--- config.mk ---
export PLATFORM = sky130hd
export DESIGN_NAME = pdet_outreg_flat
export DESIGN_NICKNAME = d
export VERILOG_FILES = /design/src/rtl/core/pdet_pkg.sv /design/src/rtl/core/pdet_res_if.sv /design/src/rtl/core/pdet_outreg.sv /design/src/flat_wrapper.sv
export SDC_FILE = /design/constraint.sdc
export NUM_CORES = 1
export LEC_CHECK = 0
export ABC_AREA = 1
export BUFFER_PORTS_ARGS = -buffer_cell sky130_fd_sc_hd__buf_2
export CORE_ASPECT_RATIO = 0.9
export CORE_MARGIN = 1
export CORE_UTILIZATION = 36
export DETAILED_ROUTE_END_ITERATION = 8
export GPL_ROUTABILITY_DRIVEN = 0
export PLACE_DENSITY = 0.74
export SYNTH_ARGS = -nofsm -noshare
export SYNTH_HDL_FRONTEND = slang
export SYNTH_SLANG_ARGS = --single-unit
--- constraint.sdc ---
create_clock -name i_clk -period 4.1 [get_ports i_clk]
set_input_delay 0.205 -clock i_clk [delete_from_list [all_inputs] [get_ports i_clk]]
set_output_delay 0.205 -clock i_clk [all_outputs]
set_load 0.02 [all_outputs]
--- src/rtl/core/pdet_pkg.sv ---
// Shared types and constants for the per-day earliest-time table.
// No dependencies; compiled first.
`default_nettype none

package pdet_pkg;

    localparam int LOC_PORT_W  = 10;
    localparam int TIME_W      = 16;
    localparam int DAYS_PORT_W = 64;

    typedef enum logic [2:0] {
        ST_CLEAR,
        ST_IDLE,
        ST_COUNT,
        ST_WALK,
        ST_MERGE,
        ST_DONE
    } t_state;

    typedef struct packed {
        logic [DAYS_PORT_W-1:0] improved_days;
        logic                   table_full;
    } t_result;

endpackage

`default_nettype wire

--- src/rtl/core/pdet_res_if.sv ---
// Result channel: improvement mask and full flag with valid/ready.
// Depends on pdet_pkg.
`default_nettype none

interface pdet_res_if import pdet_pkg::*; ();
    logic                   valid;
    logic                   ready;
    logic [DAYS_PORT_W-1:0] improved_days;
    logic                   table_full;

    modport source (output valid, improved_days, table_full, input ready);
    modport sink   (input valid, improved_days, table_full, output ready);
endinterface

`default_nettype wire

--- src/rtl/core/pdet_outreg.sv ---
// Output register between the sequencer and the result channel.
// Depends on pdet_pkg, pdet_res_if.
`default_nettype none

module pdet_outreg import pdet_pkg::*; (
    input  wire logic     i_clk,
    input  wire logic     i_rst_n,
    input  wire logic     i_valid,
    output logic          o_ready,
    input  wire t_result  i_res,
    pdet_res_if.source    o_res
);

    logic    r_valid;
    t_result r_data;

    assign o_ready = !r_valid || o_res.ready;

    always_ff @(posedge i_clk) begin
        if (!i_rst_n) begin
            r_valid <= 1'b0;
        end else if (o_ready) begin
            r_valid <= i_valid;
        end
    end

    always_ff @(posedge i_clk) begin
        if (o_ready && i_valid) begin
            r_data <= i_res;
        end
    end

    assign o_res.valid         = r_valid;
    assign o_res.improved_days = r_data.improved_days;
    assign o_res.table_full    = r_data.table_full;

endmodule

`default_nettype wire

--- src/flat_wrapper.sv ---
// flat-port wrapper written by rule: the top's interface ports become plain ports
module pdet_outreg_flat import pdet_pkg::*;
  (i_clk, i_rst_n, i_valid, o_ready, i_res, o_res_valid, o_res_improved_days, o_res_table_full, o_res_ready);
  pdet_res_if o_res_i ();
  input  wire logic i_clk;
  input  wire logic i_rst_n;
  input  wire logic i_valid;
  output logic o_ready;
  input  wire t_result i_res;
  output wire logic [$bits(o_res_i.valid)-1:0] o_res_valid;
  output wire logic [$bits(o_res_i.improved_days)-1:0] o_res_improved_days;
  output wire logic [$bits(o_res_i.table_full)-1:0] o_res_table_full;
  input wire logic [$bits(o_res_i.ready)-1:0] o_res_ready;
  assign o_res_valid = o_res_i.valid;
  assign o_res_improved_days = o_res_i.improved_days;
  assign o_res_table_full = o_res_i.table_full;
  assign o_res_i.ready = o_res_ready;
  pdet_outreg u_core (.i_clk(i_clk), .i_rst_n(i_rst_n), .i_valid(i_valid), .o_ready(o_ready), .i_res(i_res), .o_res(o_res_i));
endmodule
==> run metrics <==
cts repair resizes 0; setup violators final 0; Max VDD drop 287 uV; reg2reg path depth 2; critical path class reg2reg; # IOs 136; number of fillers in the final layout 441; FP Rows 25; Critical Path Source Type register; RSZ-0062 raised after global routing false; Slew Limit Fails 0; Clock transition at path regs 0.07 ns; RR Endpoint u_core.o_res.improved_days[38]; fin worst setup slack 2.11 ns; f_max 504 MHz; Synth area leader edfxtp_1; DR vias 1238; Fin Setup TNS 0 ns; Slew HR 43.0%; vias in the first global route 1223; Die X 80.6 um; initial antenna violation count 0; Synth Cell Area 2000 sq um; DR pass1 iterations 4; Period minus WS final 1.99 ns; first-pass GRT wire length 5430 um; setup bufs post-CTS 0; Max-Cap Viols 0; Worst Setup End Kind register; Core Area 5320 sq um; sequential share of the synthesized area 98.4%; crit-path max FO 38; Lkg Pwr 1.30 nW; CP arrival 1.96 ns; Hold Path Class in2reg; syn_nets 141; run status finished, final reports clean; Max clock buf depth 2; placed cell area 2780 sq um; Setup Skew 0.0109 ns; Die H 72.8 um; hold buffers post-CTS 0; total design power 1.52 mW; origin of the worst setup path u_core.o_res.valid; worst setup path end u_core.o_res.improved_days[38]; Design Area, Final 3000 sq um; Avg WL per Cell 13.7 um; TritonCTS clock tree done; footprint of the multi-input gates 31.3 sq um; Initial Util 37.7%; FF/Latch Area 1970 sq um; dominant cells by area after synthesis edfxtp_1, dfxtp_1, a21oi_2, inv_1, nand2_2; die area 5870 sq um; fin nets 288; share of layout cells above drive strength 1 69.2%; final hold vios 0; post-synthesis register bit count 66; vias per cell 4.25; Post-Synthesis Cells 72; Placement Setup Slack 2.10 ns; # H-tree levels 3; Root Buffer clkbuf_8; Period Utilization, post-route 48.4%; First DRT Iteration DRCs 29; Global Route Usage Sum 13.6%; Pwr Density 506 nW/um^2; Slew @ Worst Pin 0.853 ns; drt total wl 3980 um; Area Overhead vs Synth 49.8%; top cell type's share of synthesized area 97.4%; remaining antenna violation count 0; total global routing overflow 0; total CTS buffers 9; Worst EP required 4.07 ns; PortBufs 135; post-route DRC violation count 0; largest net degree at the start of global routing 39; Mean Syn Cell Area 27.8 sq um; final design utilization 56.4%; worst skew pair latency 0.33 ns; Antenna Cells 0; Critical R2R Launch u_core.o_res.valid; Sink Count 66; Worst R2R Setup Slack 2.11 ns; Synth warnings 0; Yosys cell types 7
## cells in the final DEF, fill, tap and decap left out
cell,n
a21oi_2,1
clkinvlp_4,1
a21oi_4,1
clkinv_2,2
clkbuf_8,10
bufinv_16,2
dfxtp_1,1
buf_2,135
inv_2,1
buf_4,1
edfxtp_1,65
inv_1,2
nand2_2,1
clkbuf_1,1
## cell families after synthesis
kind of cell           after synthesis  share of synthesized area [%]
DFF                                 66                           98.4
buffers and inverters                3                          0.562
AOI/OAI and AO/OA                    2                          0.687
and+or+nand+nor                      1                          0.313
## critical path, cell delays in order, from the launching register on
cell	delay, ns
dfxtp_1	0.35
a21oi_4	0.69
buf_4	0.54
## report_power, final
| group | total (mW) | switching [mW] | internal, mW |
|---|---|---|---|
| clock network | 0.586 | 0.229 | 0.357 |
| registers | 0.797 | 0.00897 | 0.788 |
| logic | 0.136 | 0.0870 | 0.0490 |
## per-stage QoR
stage	instances	hold WS, ns
6_report	291	0.0445
5_1_grt	291	0.0287
4_1_cts	291	0.0283
3_5_place_dp	275	0.383
3_3_place_gp	275	0.381
2_1_floorplan	72	0.304
## synth_stat cells, drive strengths merged
library cell / instances
dfxtp: 1
inv: 3
edfxtp: 65
nand2: 1
a21oi: 2
## per-layer routing
metal / up-vias / GRT usage, % / wire length, um
li1: 577 / - / -
met1: 573 / 13.4 / 1440
met2: 78 / 21.9 / 2000
met3: 10 / 7.00 / 442
met4: 0 / 10.1 / 88
met5: - / 0 / 0
## flip-flops by register name, summed over array words and instances (netlist names)
| name | count |
|---|---|
| u_core.o_res.improved_days | 64 |
| u_core.o_res.table_full | 1 |
| u_core.o_res.valid | 1 |
## worst min path at each step
stage                          from                              to  slack, ns  depth (start not counted)
after global placement    i_res[47]  u_core.o_res.improved_days[46]       0.38                          1
final                     i_res[22]  u_core.o_res.improved_days[21]       0.04                          1
after global routing      i_res[22]  u_core.o_res.improved_days[21]       0.03                          1
after floorplan            i_res[1]   u_core.o_res.improved_days[0]       0.30                          0
after detailed placement  i_res[47]  u_core.o_res.improved_days[46]       0.38                          1
after CTS                 i_res[47]  u_core.o_res.improved_days[46]       0.03                          1
## area by class of cell
class | instances | share of cell area (%)
timing repair buffer | 136 | 22.8
inverter | 3 | 0.375
clock buffer | 11 | 4.71
tap | 67 | 2.79
clock inverter | 5 | 2.59
sequential | 66 | 65.7
multi-input combinational | 3 | 1.04
Power figures use the tool's default switching activity.
